**config.mk**
```make
export PLATFORM = sky130hd
export DESIGN_NAME = hex_record_flash_loader_core
export DESIGN_NICKNAME = d
export VERILOG_FILES = /design/src/hw/rtl/hrfl_pkg.sv /design/src/hw/rtl/hex_record_flash_loader_core.sv
export SDC_FILE = /design/constraint.sdc
export NUM_CORES = 2
export LEC_CHECK = 0
export ABC_AREA = 0
export BUFFER_PORTS_ARGS = -buffer_cell sky130_fd_sc_hd__buf_2
export CORE_MARGIN = 5
export CORE_UTILIZATION = 45
export DETAILED_ROUTE_END_ITERATION = 12
export GPL_ROUTABILITY_DRIVEN = 0
export HOLD_SLACK_MARGIN = 0.03
export SETUP_SLACK_MARGIN = 0.02
export SYNTH_ARGS = -nofsm -noshare
export SYNTH_HDL_FRONTEND = slang
export SYNTH_SLANG_ARGS = --single-unit
```
**constraint.sdc**
```tcl
create_clock -name clock -period 8.5 [get_ports clock]
set_input_delay 1.7 -clock clock [delete_from_list [all_inputs] [get_ports clock]]
set_output_delay 1.7 -clock clock [all_outputs]
set_load 0.05 [all_outputs]
```
**src/hw/rtl/hrfl_pkg.sv**
```systemverilog
// Package with the types and constants of the record loader.
package hrfl_pkg;
   typedef enum logic [2:0] {
      PH_LEN, PH_AHI, PH_ALO, PH_TYPE, PH_DATA, PH_SUM, PH_HALT
   } phase_type;

   typedef enum logic [1:0] {
      EMIT_IDLE, EMIT_ERASE, EMIT_PROG, EMIT_STATUS
   } emit_type;

   localparam logic [1:0] KIND_STATUS = 2'd0;
   localparam logic [1:0] KIND_ERASE  = 2'd1;
   localparam logic [1:0] KIND_PROG   = 2'd2;

   localparam logic [2:0] ST_OK       = 3'd0;
   localparam logic [2:0] ST_FAIL     = 3'd1;
   localparam logic [2:0] ST_EOF      = 3'd2;
   localparam logic [2:0] ST_CHECKSUM = 3'd3;
   localparam logic [2:0] ST_TIMEOUT  = 3'd4;
   localparam logic [2:0] ST_LENGTH   = 3'd5;

   localparam logic [1:0] CSR_APP_START = 2'd0;
   localparam logic [1:0] CSR_TIMEOUT   = 2'd1;
   localparam logic [1:0] CSR_SKIP      = 2'd2;

   localparam logic [31:0] APP_START_RESET = 32'h0800_3000;
   localparam logic [15:0] TIMEOUT_RESET   = 16'd2000;
   localparam logic [1:0]  SKIP_RESET      = 2'd2;

   localparam logic [7:0] REC_DATA   = 8'd0;
   localparam logic [7:0] TYPE_EOF   = 8'd1;
   localparam logic [7:0] TYPE_UPPER = 8'd4;
   localparam logic [7:0] PAD_BYTE   = 8'hFF;
endpackage

```
**src/hw/rtl/hex_record_flash_loader_core.sv**
```systemverilog
// Top level of the Intel-HEX record loader with its data record buffer.
//
//  channel | direction | words
//  req_    | in        | kind, byte_value (one byte or one millisecond tick)
//  rsp_    | out       | result_kind, address, halfword, page_count, status, last
//  csr_    | in        | write enable, index, 32-bit data
//
// A byte or tick that causes no result gives no word, and every word taken
// while halted is dropped. A word that ends in a single status word gives only
// that word; an upper address record also makes two buffer reads. An accepted
// data record gives the erase word, then a program word per halfword from two
// buffer reads on the single read port, then the status word. req_ready is low
// while result words are pending. Reset is synchronous; the buffer needs no
// clearing. A stalled rsp_ready holds the current word and the next read.
module hex_record_flash_loader_core #(
   parameter int PAGE_BYTES     = 2048,
   parameter int MAX_DATA_BYTES = 64
) (
   input  logic        clock,
   input  logic        reset,
   input  logic        req_valid,
   output logic        req_ready,
   input  logic        req_kind,
   input  logic [7:0]  req_byte_value,
   output logic        rsp_valid,
   input  logic        rsp_ready,
   output logic [1:0]  rsp_result_kind,
   output logic [31:0] rsp_address,
   output logic [15:0] rsp_halfword,
   output logic [15:0] rsp_page_count,
   output logic [2:0]  rsp_status,
   output logic        rsp_last,
   input  logic        csr_write,
   input  logic [1:0]  csr_index,
   input  logic [31:0] csr_data
);
   localparam int AW = $clog2(MAX_DATA_BYTES);
   localparam int PS = $clog2(PAGE_BYTES);

   logic [31:0] app_start_ff;
   logic [15:0] timeout_ff;
   logic [1:0]  skip_ff;

   hrfl_pkg::phase_type phase_ff, phase_in;
   logic [7:0]  count_ff, count_in;
   logic [7:0]  length_ff, length_in;
   logic [7:0]  sum_ff, sum_in;
   logic [7:0]  type_ff, type_in;
   logic [15:0] low_ff, low_in;
   logic [15:0] upper_ff, upper_in;
   logic [31:0] erase_ff, erase_in;
   logic        ok_ff, ok_in;
   logic [1:0]  skipped_ff, skipped_in;
   logic [15:0] idle_ff, idle_in;

   // Emission sequencer state.
   hrfl_pkg::emit_type emit_ff, emit_in;
   logic [7:0]  idx_ff, idx_in;
   logic        upper_pend_ff, upper_pend_in;
   logic        rd_pend_ff, rd_pend_in;
   logic [31:0] base_ff, base_in;
   logic [2:0]  st_ff, st_in;
   logic        rv_ff, rv_in;
   logic [1:0]  rk_ff, rk_in;
   logic [31:0] ra_ff, ra_in;
   logic [15:0] rh_ff, rh_in;
   logic [15:0] rp_ff, rp_in;
   logic [2:0]  rs_ff, rs_in;
   logic        rl_ff, rl_in;
   logic [7:0]  lo_byte_ff, lo_byte_in;

   logic [7:0] mem [MAX_DATA_BYTES];
   logic [7:0] rd_data_ff;
   logic       wr_en;
   logic [AW-1:0] wr_addr, rd_addr;

   logic take, skipping, busy;
   logic [32:0] end_addr, diff;
   logic [32:0] pages;
   logic [31:0] rec_addr;

   assign busy      = (emit_ff != hrfl_pkg::EMIT_IDLE) || rv_ff || upper_pend_ff;
   assign req_ready = !busy;
   assign take      = req_valid && req_ready;
   assign skipping  = skipped_ff < skip_ff;
   assign rec_addr  = {upper_ff, low_ff};
   assign end_addr  = {1'b0, rec_addr} + {25'd0, length_ff};
   assign diff      = end_addr - {1'b0, erase_ff} + 33'(PAGE_BYTES - 1);
   assign pages     = (end_addr > {1'b0, erase_ff}) ? (diff >> PS) : 33'd0;

   assign wr_en   = take && !req_kind && phase_ff == hrfl_pkg::PH_DATA && !skipping
                    && count_ff < 8'(MAX_DATA_BYTES);
   assign wr_addr = count_ff[AW-1:0];

   always_ff @(posedge clock) begin
      if (wr_en) begin
         mem[wr_addr] <= req_byte_value;
      end
      rd_data_ff <= mem[rd_addr];
   end

   always_ff @(posedge clock) begin
      if (reset) begin
         app_start_ff <= hrfl_pkg::APP_START_RESET;
         timeout_ff   <= hrfl_pkg::TIMEOUT_RESET;
         skip_ff      <= hrfl_pkg::SKIP_RESET;
      end else if (csr_write) begin
         unique case (csr_index)
            hrfl_pkg::CSR_APP_START: app_start_ff <= csr_data;
            hrfl_pkg::CSR_TIMEOUT:   timeout_ff   <= csr_data[15:0];
            hrfl_pkg::CSR_SKIP:      skip_ff      <= csr_data[1:0];
            default: ;
         endcase
      end
   end

   always_ff @(posedge clock) begin
      if (reset) begin
         phase_ff      <= hrfl_pkg::PH_LEN;
         count_ff      <= '0;
         length_ff     <= '0;
         sum_ff        <= '0;
         type_ff       <= '0;
         low_ff        <= '0;
         upper_ff      <= '0;
         erase_ff      <= hrfl_pkg::APP_START_RESET;
         ok_ff         <= 1'b1;
         skipped_ff    <= '0;
         idle_ff       <= '0;
         emit_ff       <= hrfl_pkg::EMIT_IDLE;
         idx_ff        <= '0;
         upper_pend_ff <= 1'b0;
         rd_pend_ff    <= 1'b0;
         rv_ff         <= 1'b0;
      end else begin
         phase_ff      <= phase_in;
         count_ff      <= count_in;
         length_ff     <= length_in;
         sum_ff        <= sum_in;
         type_ff       <= type_in;
         low_ff        <= low_in;
         upper_ff      <= upper_in;
         erase_ff      <= erase_in;
         ok_ff         <= ok_in;
         skipped_ff    <= skipped_in;
         idle_ff       <= idle_in;
         emit_ff       <= emit_in;
         idx_ff        <= idx_in;
         upper_pend_ff <= upper_pend_in;
         rd_pend_ff    <= rd_pend_in;
         rv_ff         <= rv_in;
      end
      base_ff    <= base_in;
      st_ff      <= st_in;
      rk_ff      <= rk_in;
      ra_ff      <= ra_in;
      rh_ff      <= rh_in;
      rp_ff      <= rp_in;
      rs_ff      <= rs_in;
      rl_ff      <= rl_in;
      lo_byte_ff <= lo_byte_in;
   end

   always_comb begin
      logic [7:0] nsum;
      logic       restart;
      logic [15:0] idle_inc;
      nsum      = sum_ff + req_byte_value;
      restart   = 1'b0;
      idle_inc  = (idle_ff != 16'hFFFF) ? idle_ff + 16'd1 : idle_ff;
      phase_in  = phase_ff;
      count_in  = count_ff;
      length_in = length_ff;
      sum_in    = sum_ff;
      type_in   = type_ff;
      low_in    = low_ff;
      upper_in  = upper_ff;
      erase_in  = erase_ff;
      ok_in     = ok_ff;
      skipped_in = skipped_ff;
      idle_in   = idle_ff;
      emit_in   = emit_ff;
      idx_in    = idx_ff;
      upper_pend_in = 1'b0;
      rd_pend_in = 1'b0;
      base_in   = base_ff;
      st_in     = st_ff;
      rd_addr   = idx_ff[AW-1:0];
      rv_in     = rv_ff;
      rk_in = rk_ff; ra_in = ra_ff; rh_in = rh_ff; rp_in = rp_ff;
      rs_in = rs_ff; rl_in = rl_ff;
      lo_byte_in = lo_byte_ff;

      if (rv_ff && rsp_ready) begin
         rv_in = 1'b0;
      end

      // A pending upper-address update reads buffer entry 1 after entry 0.
      if (upper_pend_ff) begin
         upper_in = {lo_byte_ff, rd_data_ff};
      end

      // Once halted, every word is taken and dropped.
      if (take && phase_ff != hrfl_pkg::PH_HALT) begin
         if (req_kind) begin
            idle_in = idle_inc;
            if (idle_inc >= timeout_ff) begin
               idle_in = '0;
               rv_in = 1'b1; rk_in = hrfl_pkg::KIND_STATUS; ra_in = '0;
               rh_in = '0; rp_in = '0; rl_in = 1'b1;
               if (skipping) begin
                  rs_in = hrfl_pkg::ST_OK;
                  skipped_in = skipped_ff + 2'd1;
                  phase_in = hrfl_pkg::PH_LEN; count_in = '0; sum_in = '0;
               end else begin
                  rs_in = hrfl_pkg::ST_TIMEOUT;
                  restart = 1'b1;
               end
            end
         end else begin
            idle_in = '0;
            sum_in  = nsum;
            unique case (phase_ff)
               hrfl_pkg::PH_LEN: begin
                  length_in = req_byte_value;
                  if (!skipping && req_byte_value > 8'(MAX_DATA_BYTES)) begin
                     rv_in = 1'b1; rk_in = hrfl_pkg::KIND_STATUS; ra_in = '0;
                     rh_in = '0; rp_in = '0; rl_in = 1'b1;
                     rs_in = hrfl_pkg::ST_LENGTH;
                     restart = 1'b1;
                  end else begin
                     phase_in = hrfl_pkg::PH_AHI;
                  end
               end
               hrfl_pkg::PH_AHI: begin
                  low_in = {req_byte_value, 8'd0};
                  phase_in = hrfl_pkg::PH_ALO;
               end
               hrfl_pkg::PH_ALO: begin
                  low_in = {low_ff[15:8], req_byte_value};
                  phase_in = hrfl_pkg::PH_TYPE;
               end
               hrfl_pkg::PH_TYPE: begin
                  type_in = req_byte_value;
                  count_in = '0;
                  phase_in = (length_ff != 8'd0) ? hrfl_pkg::PH_DATA : hrfl_pkg::PH_SUM;
               end
               hrfl_pkg::PH_DATA: begin
                  count_in = count_ff + 8'd1;
                  if (count_ff + 8'd1 >= length_ff) begin
                     phase_in = hrfl_pkg::PH_SUM;
                  end
               end
               hrfl_pkg::PH_SUM: begin
                  rk_in = hrfl_pkg::KIND_STATUS; ra_in = '0; rh_in = '0;
                  rp_in = '0; rl_in = 1'b1;
                  if (skipping) begin
                     rv_in = 1'b1; rs_in = hrfl_pkg::ST_OK;
                     skipped_in = skipped_ff + 2'd1;
                     phase_in = hrfl_pkg::PH_LEN; count_in = '0; sum_in = '0;
                  end else if (nsum != 8'd0) begin
                     rv_in = 1'b1; rs_in = hrfl_pkg::ST_CHECKSUM;
                     restart = 1'b1;
                  end else begin
                     phase_in = hrfl_pkg::PH_LEN; count_in = '0; sum_in = '0;
                     priority if (type_ff == hrfl_pkg::REC_DATA) begin
                        if (rec_addr < app_start_ff) begin
                           rv_in = 1'b1; rs_in = hrfl_pkg::ST_FAIL; ok_in = 1'b0;
                        end else begin
                           rv_in = 1'b1; rk_in = hrfl_pkg::KIND_ERASE;
                           ra_in = erase_ff;
                           rp_in = (pages > 33'd65535) ? 16'hFFFF : pages[15:0];
                           rs_in = hrfl_pkg::ST_OK;
                           erase_in = erase_ff + (pages[31:0] << PS);
                           base_in = rec_addr;
                           ok_in = 1'b1;
                           idx_in = '0;
                           if (length_ff == 8'd0) begin
                              rl_in = 1'b0;
                              emit_in = hrfl_pkg::EMIT_STATUS;
                              st_in = hrfl_pkg::ST_OK;
                           end else begin
                              rl_in = 1'b0;
                              emit_in = hrfl_pkg::EMIT_PROG;
                              rd_addr = '0;
                              rd_pend_in = 1'b1;
                           end
                        end
                     end else if (type_ff == hrfl_pkg::TYPE_EOF) begin
                        rv_in = 1'b1; rs_in = hrfl_pkg::ST_EOF;
                        phase_in = hrfl_pkg::PH_HALT;
                     end else begin
                        rv_in = 1'b1;
                        rs_in = ok_ff ? hrfl_pkg::ST_OK : hrfl_pkg::ST_FAIL;
                        if (type_ff == hrfl_pkg::TYPE_UPPER) begin
                           // Entry 0 is read now, entry 1 next cycle.
                           rd_addr = '0;
                           emit_in = hrfl_pkg::EMIT_IDLE;
                           rd_pend_in = 1'b1;
                           idx_in = 8'd1;
                           emit_in = hrfl_pkg::EMIT_ERASE;
                        end
                     end
                  end
               end
               default: ;
            endcase
         end
         if (restart) begin
            phase_in = hrfl_pkg::PH_LEN; count_in = '0; length_in = '0;
            sum_in = '0; type_in = '0; low_in = '0; upper_in = '0;
            erase_in = app_start_ff; ok_in = 1'b1; skipped_in = '0; idle_in = '0;
         end
      end

      // Sequencer. EMIT_ERASE here is reused as the upper-address read step.
      unique case (emit_ff)
         hrfl_pkg::EMIT_ERASE: begin
            if (rd_pend_ff) begin
               lo_byte_in = rd_data_ff;
               rd_addr = AW'(1);
               upper_pend_in = 1'b1;
               emit_in = hrfl_pkg::EMIT_IDLE;
            end
         end
         hrfl_pkg::EMIT_PROG: begin
            // Two reads per halfword: low byte, then high byte.
            if (rd_pend_ff) begin
               if (!idx_ff[0]) begin
                  lo_byte_in = rd_data_ff;
                  if (idx_ff + 8'd1 < length_ff) begin
                     idx_in = idx_ff + 8'd1;
                     rd_addr = AW'(idx_ff + 8'd1);
                     rd_pend_in = 1'b1;
                  end else if (!rv_in) begin
                     rv_in = 1'b1; rk_in = hrfl_pkg::KIND_PROG;
                     ra_in = base_ff + {24'd0, idx_ff};
                     rh_in = {hrfl_pkg::PAD_BYTE, rd_data_ff};
                     rp_in = '0; rs_in = hrfl_pkg::ST_OK; rl_in = 1'b0;
                     emit_in = hrfl_pkg::EMIT_STATUS; st_in = hrfl_pkg::ST_OK;
                  end else begin
                     rd_addr = idx_ff[AW-1:0];
                     rd_pend_in = 1'b1;
                  end
               end else if (!rv_in) begin
                  rv_in = 1'b1; rk_in = hrfl_pkg::KIND_PROG;
                  ra_in = base_ff + {24'd0, idx_ff} - 32'd1;
                  rh_in = {rd_data_ff, lo_byte_ff};
                  rp_in = '0; rs_in = hrfl_pkg::ST_OK; rl_in = 1'b0;
                  if (idx_ff + 8'd1 < length_ff) begin
                     idx_in = idx_ff + 8'd1;
                     rd_addr = AW'(idx_ff + 8'd1);
                     rd_pend_in = 1'b1;
                  end else begin
                     emit_in = hrfl_pkg::EMIT_STATUS; st_in = hrfl_pkg::ST_OK;
                  end
               end else begin
                  rd_addr = idx_ff[AW-1:0];
                  rd_pend_in = 1'b1;
               end
            end
         end
         hrfl_pkg::EMIT_STATUS: begin
            if (!rv_in) begin
               rv_in = 1'b1; rk_in = hrfl_pkg::KIND_STATUS; ra_in = '0; rh_in = '0;
               rp_in = '0; rs_in = st_ff; rl_in = 1'b1;
               emit_in = hrfl_pkg::EMIT_IDLE;
            end
         end
         default: ;
      endcase
   end

   assign rsp_valid       = rv_ff;
   assign rsp_result_kind = rk_ff;
   assign rsp_address     = ra_ff;
   assign rsp_halfword    = rh_ff;
   assign rsp_page_count  = rp_ff;
   assign rsp_status      = rs_ff;
   assign rsp_last        = rl_ff;
endmodule

```
### After elaboration in Yosys (flattened, before gate mapping)

Memory sizes are Yosys's and may differ from the RTL's. A register that Yosys moved wholly into a read port is not among the register bits.
Cells that the tools add are included.

| cells by class | value |
|---|---|
| muxes and demuxes | 259 |
| add/sub/neg operators | 11 |
| bitwise operators | 5 |
| order comparisons | 9 |
| reductions and logical operators | 46 |
| equal/unequal tests | 27 |

Operators by type and width:

| cell | number |
|---|---|
| two-way mux 32 bit | 21 |
| two-way mux 16 bit | 32 |
| two-way mux 8 bit | 34 |
| case mux 16 bit (2 select lines) | 5 |
| case mux 32 bit (2 select lines) | 2 |
| two-way mux 3 bit | 38 |
| two-way mux 6 bit | 17 |
| two-way mux 2 bit | 32 |
| two-way mux 1 bit | 63 |
| adder 32 x 8 -> 33 bit | 1 |
| adder 33 x 11 -> 33 bit (second input constant) | 1 |
| > comparator 33 x 32 -> 1 bit | 1 |
| subtractor 33 x 32 -> 33 bit | 1 |
| adder 32 bit | 1 |
| adder 32 x 8 -> 32 bit | 1 |
| < comparator 32 bit | 1 |
| subtractor 32 x 1 -> 32 bit (second input constant) | 1 |
| case mux 8 bit (3 select lines) | 1 |
| nonzero test 8 bit | 3 |
| > comparator 22 x 16 -> 1 bit (second input constant) | 1 |
| two-way mux 22 bit | 1 |
| AND reduction 7 bit | 3 |
| case mux 3 bit (6 select lines) | 1 |
| adder 16 x 1 -> 16 bit (second input constant) | 1 |
| other kinds (45) | 94 |

| word-level totals | value |
|---|---|
| flip-flop bits (word level) | 294 |
| bits of input ports | 48 |
| word-level logic and storage cells | 387 |
| output and inout port bits | 72 |
| memory bits (writable) | 512 |
| memories | 1 |

Memory list:

| memory | words | bits a word | rd ports | clocked after memory_dff | write ports | line | source |
|---|---|---|---|---|---|---|---|
| mem | 64 | 8 | 1 | 1 | 1 | hex_record_flash_loader_core.sv:72 | `logic [7:0] mem [MAX_DATA_BYTES];` |

### Depth between registers and ports, before layout

| depth | value |
|---|---|
| depth after elaboration | 18 |
| mapped depth | 38 |
| depth with buffers taken out | 38 |

### Worst setup path after synthesis

No wires, ideal clock.

| path | value |
|---|---|
| path kind | reg-to-reg |
| start | reg length_ff[0] |
| end | reg erase_ff[31] |
| stages on the path, launching flop included | 36 |
| setup time | 74 ps |
| setup slack | 1187 ps |
| buffers on the path | 1 |
| data arrival time | 7239 ps |
| required time | 8426 ps |
| cell sequence | dfxtp_1 ha_1 inv_1 fa_1 nor2b_1 o21ai_0 a21boi_1 o21ai_0 nand2b_1 o31ai_1 nor3_1 nand4_1 xnor2_1 ha_1 and4_1 nand3_1 nor4_1 nand4_1 o21ai_0 mux2_2 buf_1 nor2_1 ha_1 fa_1 a21oi_1 o2111ai_1 a31o_2 o41ai_1 o21ai_0 o21a_1 o21ai_0 nand2b_1 a31o_2 and3_1 or4_1 a31oi_1 |

| between the ends | value |
|---|---|
| word-level cells in the longest chain between the ends | 12 |
| elaborated cells on any way between the ends | 13 |

RTL lines:

| item | line | source |
|---|---|---|
| from (decl) | hex_record_flash_loader_core.sv:46 | `logic [7:0] length_ff, length_in;` |
| from (signal assigned) | hex_record_flash_loader_core.sv:138 | `length_ff <= length_in;` |
| adder 32 x 8 -> 33 bit * | hex_record_flash_loader_core.sv:87 | `assign end_addr = {1'b0, rec_addr} + {25'd0, length_ff};` |
| subtractor 33 x 32 -> 33 bit | hex_record_flash_loader_core.sv:88 | `assign diff = end_addr - {1'b0, erase_ff} + 33'(PAGE_BYTES - 1);` |
| adder 33 x 11 -> 33 bit | hex_record_flash_loader_core.sv:88 |  |
| two-way mux 22 bit * | hex_record_flash_loader_core.sv:89 | `assign pages = (end_addr > {1'b0, erase_ff}) ? (diff >> PS) : 33'd0;` |
| adder 32 bit * | hex_record_flash_loader_core.sv:274 | `erase_in = erase_ff + (pages[31:0] << PS);` |
| two-way mux 32 bit * | hex_record_flash_loader_core.sv:267 | `if (rec_addr < app_start_ff) begin` |
| two-way mux 32 bit * | hex_record_flash_loader_core.sv:266 | `priority if (type_ff == hrfl_pkg::REC_DATA) begin` |
| two-way mux 32 bit * | hex_record_flash_loader_core.sv:261 | `end else if (nsum != 8'd0) begin` |
| two-way mux 32 bit * | hex_record_flash_loader_core.sv:257 | `if (skipping) begin` |
| two-way mux 32 bit * | hex_record_flash_loader_core.sv:223 | `unique case (phase_ff)` |
| two-way mux 32 bit * | hex_record_flash_loader_core.sv:205 | `if (req_kind) begin` |
| two-way mux 32 bit * | hex_record_flash_loader_core.sv:309 | `if (restart) begin` |
| to (signal assigned) | hex_record_flash_loader_core.sv:126 | `erase_ff <= hrfl_pkg::APP_START_RESET;` |
| to (signal assigned) | hex_record_flash_loader_core.sv:143 | `erase_ff <= erase_in;` |
| to (decl) | hex_record_flash_loader_core.sv:51 | `logic [31:0] erase_ff, erase_in;` |

Mark *: on every way between the ends. The rest lies on a longest branch, timed or not. The select of a mux whose other input is x is not followed.
A chain may end at the register's enable or synchronous reset.

### Worst setup path after layout

| path | value |
|---|---|
| start | reg low_ff[1] |
| end | reg erase_ff[31] |

| between the ends | value |
|---|---|
| word-level cells in the longest chain between the ends | 12 |
| elaborated cells on any way between the ends | 16 |

RTL lines:

| item | line | source |
|---|---|---|
| from (decl) | hex_record_flash_loader_core.sv:49 | `logic [15:0] low_ff, low_in;` |
| from (signal assigned) | hex_record_flash_loader_core.sv:141 | `low_ff <= low_in;` |
| adder 32 x 8 -> 33 bit | hex_record_flash_loader_core.sv:87 |  |
| subtractor 33 x 32 -> 33 bit | hex_record_flash_loader_core.sv:88 |  |
| adder 33 x 11 -> 33 bit | hex_record_flash_loader_core.sv:88 |  |
| two-way mux 22 bit | hex_record_flash_loader_core.sv:89 |  |
| adder 32 bit | hex_record_flash_loader_core.sv:274 |  |
| two-way mux 32 bit | hex_record_flash_loader_core.sv:267 |  |
| two-way mux 32 bit | hex_record_flash_loader_core.sv:266 |  |
| two-way mux 32 bit | hex_record_flash_loader_core.sv:261 |  |
| two-way mux 32 bit | hex_record_flash_loader_core.sv:257 |  |
| two-way mux 32 bit | hex_record_flash_loader_core.sv:223 |  |
| two-way mux 32 bit | hex_record_flash_loader_core.sv:205 |  |
| two-way mux 32 bit | hex_record_flash_loader_core.sv:309 |  |

Several ways; a longest one is shown, not always the timed one. The select of a mux whose other input is x is not followed.

==> metrics.txt <==
# TYPE chip_impl_metric gauge
chip_impl_info{name="cp_slowest_cell",value="or4_1"} 1
chip_impl_info{name="highest_layer",value="met4"} 1
chip_impl_metric{name="synth-edff-count",unit=""} 552
chip_impl_metric{name="cts_hold_buffers",unit=""} 0
chip_impl_metric{name="syn_area_per_cell",unit="sq um"} 10.5
chip_impl_metric{name="horizontal_die_dimension",unit="um"} 312
chip_impl_metric{name="floorplan.die_area",unit="sq mm"} 0.0973
chip_impl_info{name="status",value="complete, no violations"} 1
chip_impl_metric{name="grt_pass1_vias",unit=""} 29300
chip_impl_metric{name="grt_util_all_layers",unit="%"} 24.9
chip_impl_info{name="synthDominantAreaCellType",value="edfxtp_1"} 1
chip_impl_metric{name="asyncSetResetFlopFracSynth",unit="%"} 0
chip_impl_metric{name="final_net_count",unit=""} 4241
chip_impl_info{name="cts_tree",value="yes"} 1
chip_impl_info{name="worst_path_dominant_cell_family",value="compound AO/OA/AOI/OAI gates"} 1
chip_impl_metric{name="ys.warnings.count",unit=""} 0
chip_impl_metric{name="fp.dieH",unit="um"} 312
chip_impl_metric{name="maxCapViolations",unit=""} 0
chip_impl_metric{name="irDropWorstVdd",unit="mV"} 0.251
chip_impl_info{name="worstSetupStartpointType",value="flop"} 1
chip_impl_metric{name="cts_max_level",unit=""} 3
chip_impl_metric{name="cp.arrival",unit="ns"} 8.37
chip_impl_metric{name="slowest_delay",unit="ns"} 0.46
chip_impl_metric{name="vias_per_cell",unit=""} 5.87
chip_impl_metric{name="critical_path.max_fanout",unit=""} 15
chip_impl_metric{name="drc",unit=""} 0
chip_impl_metric{name="final_max_slew_viol_count",unit=""} 0
chip_impl_info{name="crit_path_frequent_cell",value="o21ai_0"} 1
chip_impl_metric{name="relative_max_transition_margin",unit="%"} 20.1
chip_impl_info{name="biggest_area_contributors_in_the_synthesized_netlist",value="edfxtp_1, dfxtp_1, ha_1"} 1
chip_impl_metric{name="detail-route-antenna-nets",unit=""} 0
chip_impl_metric{name="finClkSkew",unit="ns"} 0.0607
chip_impl_info{name="critPathKind",value="flop to flop"} 1
chip_impl_metric{name="post_synth_num_cell_types",unit=""} 100
chip_impl_metric{name="latest_clock_arrival_within_the_worst_skew_pair",unit="ns"} 0.67
chip_impl_metric{name="drtPass1Iterations",unit=""} 6
chip_impl_metric{name="hold_viol",unit=""} 0
chip_impl_metric{name="power_density",unit="mW/mm^2"} 185
chip_impl_metric{name="seq_area_frac_synth",unit="%"} 53.2
chip_impl_metric{name="worst_setup_hold_path_clk_slew",unit="ns"} 0.06
chip_impl_metric{name="first_pass_grt_wire_length",unit="um"} 187000
chip_impl_metric{name="port_buffers",unit=""} 119
chip_impl_metric{name="wl_met2",unit="um"} 59700
chip_impl_metric{name="ffs_latches_synth",unit=""} 814
chip_impl_metric{name="max_slew.worst_pin.slew",unit="ns"} 1.20
chip_impl_metric{name="io-pin-count",unit=""} 120
chip_impl_metric{name="totalWireLength",unit="um"} 126000
chip_impl_info{name="rsz0062_at_grt",value="false"} 1
chip_impl_metric{name="cts_max_path_buffers",unit=""} 3
chip_impl_metric{name="synth_top_area_share",unit="%"} 40.4
chip_impl_metric{name="path_buf_inv",unit=""} 1
chip_impl_metric{name="post_route_cells_drive_above_1_share",unit="%"} 9.51
chip_impl_metric{name="part_of_the_cycle_the_worst_path_needs",unit="%"} 92.1
chip_impl_metric{name="fp.coreArea",unit="sq mm"} 0.0903
chip_impl_metric{name="met3WireLength",unit="um"} 8680
chip_impl_metric{name="first_iter_violations",unit=""} 2762
chip_impl_metric{name="cts_sinks",unit=""} 814
chip_impl_metric{name="dp_hpwl",unit="um"} 88600
chip_impl_metric{name="met1_length",unit="um"} 52500
chip_impl_metric{name="syn_to_final_growth",unit="%"} 11.3
chip_impl_metric{name="layout_min_cycle_time",unit="ns"} 7.83
chip_impl_metric{name="syn_area",unit="sq mm"} 0.0410
chip_impl_metric{name="grt_start_max_net_pins",unit=""} 129
chip_impl_metric{name="cellLeakagePower",unit="nW"} 16.6
chip_impl_metric{name="grt_antenna_before_repair",unit=""} 5
chip_impl_metric{name="worst_ep_required_time",unit="ns"} 9.04
chip_impl_metric{name="mappedNetlistNets",unit=""} 4162
chip_impl_metric{name="wl_per_cell",unit="um"} 24.0
chip_impl_metric{name="total_power",unit="mW"} 8.46
chip_impl_info{name="hold_path.class",value="flop to flop"} 1
chip_impl_metric{name="cts-buffers-inserted",unit=""} 87
chip_impl_metric{name="initial_core_util",unit="%"} 45.4
chip_impl_metric{name="final.setup.tns",unit="ns"} 0
chip_impl_info{name="worstSetupEndpointType",value="flop"} 1
chip_impl_metric{name="timing.fmax",unit="GHz"} 0.128
chip_impl_metric{name="fp-row-count",unit=""} 110
chip_impl_info{name="synth.most_common_cell",value="nand2_1"} 1
chip_impl_metric{name="final_setup_fails",unit=""} 0
chip_impl_info{name="cts-root-buf",value="clkbuf_16"} 1
chip_impl_metric{name="routed-via-count",unit=""} 30800
chip_impl_info{name="yosys-top-cells-count",value="nand2_1, edfxtp_1, nor2_1"} 1
chip_impl_metric{name="syn-instance-count",unit=""} 3915
chip_impl_metric{name="globalRoute.totalOverflow",unit=""} 0
chip_impl_info{name="ys.flop_type",value="edfxtp_1"} 1
==> where the power goes <==
group          internal [mW]  switching, mW  total, mW  leakage (nW)
sequential              4.25         0.0344       4.28          7.12
combinational          0.132          0.331      0.463          8.12
clock                   2.08           1.63       3.71          1.39
total                   6.46           2.00       8.46          16.6
==> worst min-delay path, delay by kind of cell (launching register included) <==
kind | cells | cell delay (ns)
flip-flops | 1 | 0.30
AND/OR/NAND/NOR | 2 | 0.09
==> sequential cells by signal, indices dropped and copies added, names as in the netlist, 16 cells and up <==
name            flops
app_start_ff       32
idle_ff            16
mem               512
erase_ff           32
rsp_page_count     16
rsp_halfword       16
upper_ff           16
rsp_address        32
low_ff             16
base_ff            32
timeout_ff         16
==> layout make-up <==
class                      instances  area (sq um)
clock buffer                     114          2370
fill                            8162         44600
sequential                       814         21800
inverter                         144           541
multi-input combinational       2769         18000
timing repair buffer             178          1080
clock inverter                    49           408
tap                             1176          1470
antenna                            2          5.00
==> routing by layer <==
metal  up-vias  GRT usage, %
met2      1087          41.7
met5         -             0
met3       220          3.90
met4         0          8.79
li1      14500             -
met1     15000          33.3
==> layout by cell type, fill, tap and decap left out, types with 10 or more instances in the layout <==
master	netlist	layout
clkinv_2	0	31
and3_1	48	48
and2_1	28	27
nand3b_1	10	10
a211o_1	16	16
nor2b_1	28	28
nor2_1	327	323
dfxtp_1	262	262
a211oi_1	44	44
nor4_1	13	12
o21ai_1	12	11
clkbuf_1	122	21
fa_1	18	18
o31ai_1	13	12
edfxtp_1	552	552
nand4_1	77	77
clkbuf_16	0	90
a311o_1	19	19
xnor2_1	81	81
o22ai_1	30	30
a31oi_1	22	22
a21o_1	23	23
buf_2	31	118
inv_1	144	144
o21a_1	14	14
a22oi_1	90	90
nand2_1	563	563
ha_1	181	181
nand3_1	196	196
buf_4	11	56
nor3_1	64	61
mux2i_1	206	206
o21ai_0	104	104
a21oi_1	252	252
nand2b_1	23	23
nand3_2	10	10
or3_1	14	14
o21bai_1	12	11
xor2_1	62	62
==> logic make-up after synthesis <==
logic type	count (synthesis)	share of synthesized area (%)
adder cells (fa/ha/maj)	199	6.40
AND/OR/NAND/NOR	1452	16.3
flip-flops	814	53.2
XOR/XNOR	143	3.05
AO/OA/AOI/OAI	767	12.6
multiplexers	208	5.08
buffers and inverters	332	3.35
==> stage by stage <==
step	std cells	area [sq um]	hold slack, ns	setup slack (ns)	util, %
global route	5244	45700	0.466	0.0624	50.6
floorplan	3915	41000	0.429	1.19	-
CTS	5242	45600	0.435	0.0422	50.5
global placement	5079	42800	0.423	0.253	47.4
finish	5246	45700	0.432	0.667	50.6
detailed placement	5079	42800	0.428	0.122	47.4
==> worst paths after layout <==
| path | from | to | slack (ns) | cells after the start |
|---|---|---|---|---|
| hold reg to reg | rsp_page_count[12] | rsp_page_count[12] | 0.43 | 2 |
| setup reg to reg | low_ff[1] | erase_ff[31] | 0.67 | 35 |
| hold / removal | rsp_page_count[12] | rsp_page_count[12] | 0.43 | 2 |
| setup / recovery | low_ff[1] | erase_ff[31] | 0.67 | 35 |
==> what timing repair did <==
item                       in CTS  in global routing
setup buffers                   0                  2
setup endpoints to repair       0                  5
gates resized for setup         0                  7
No activity file was read; power rests on OpenSTA's default activity.
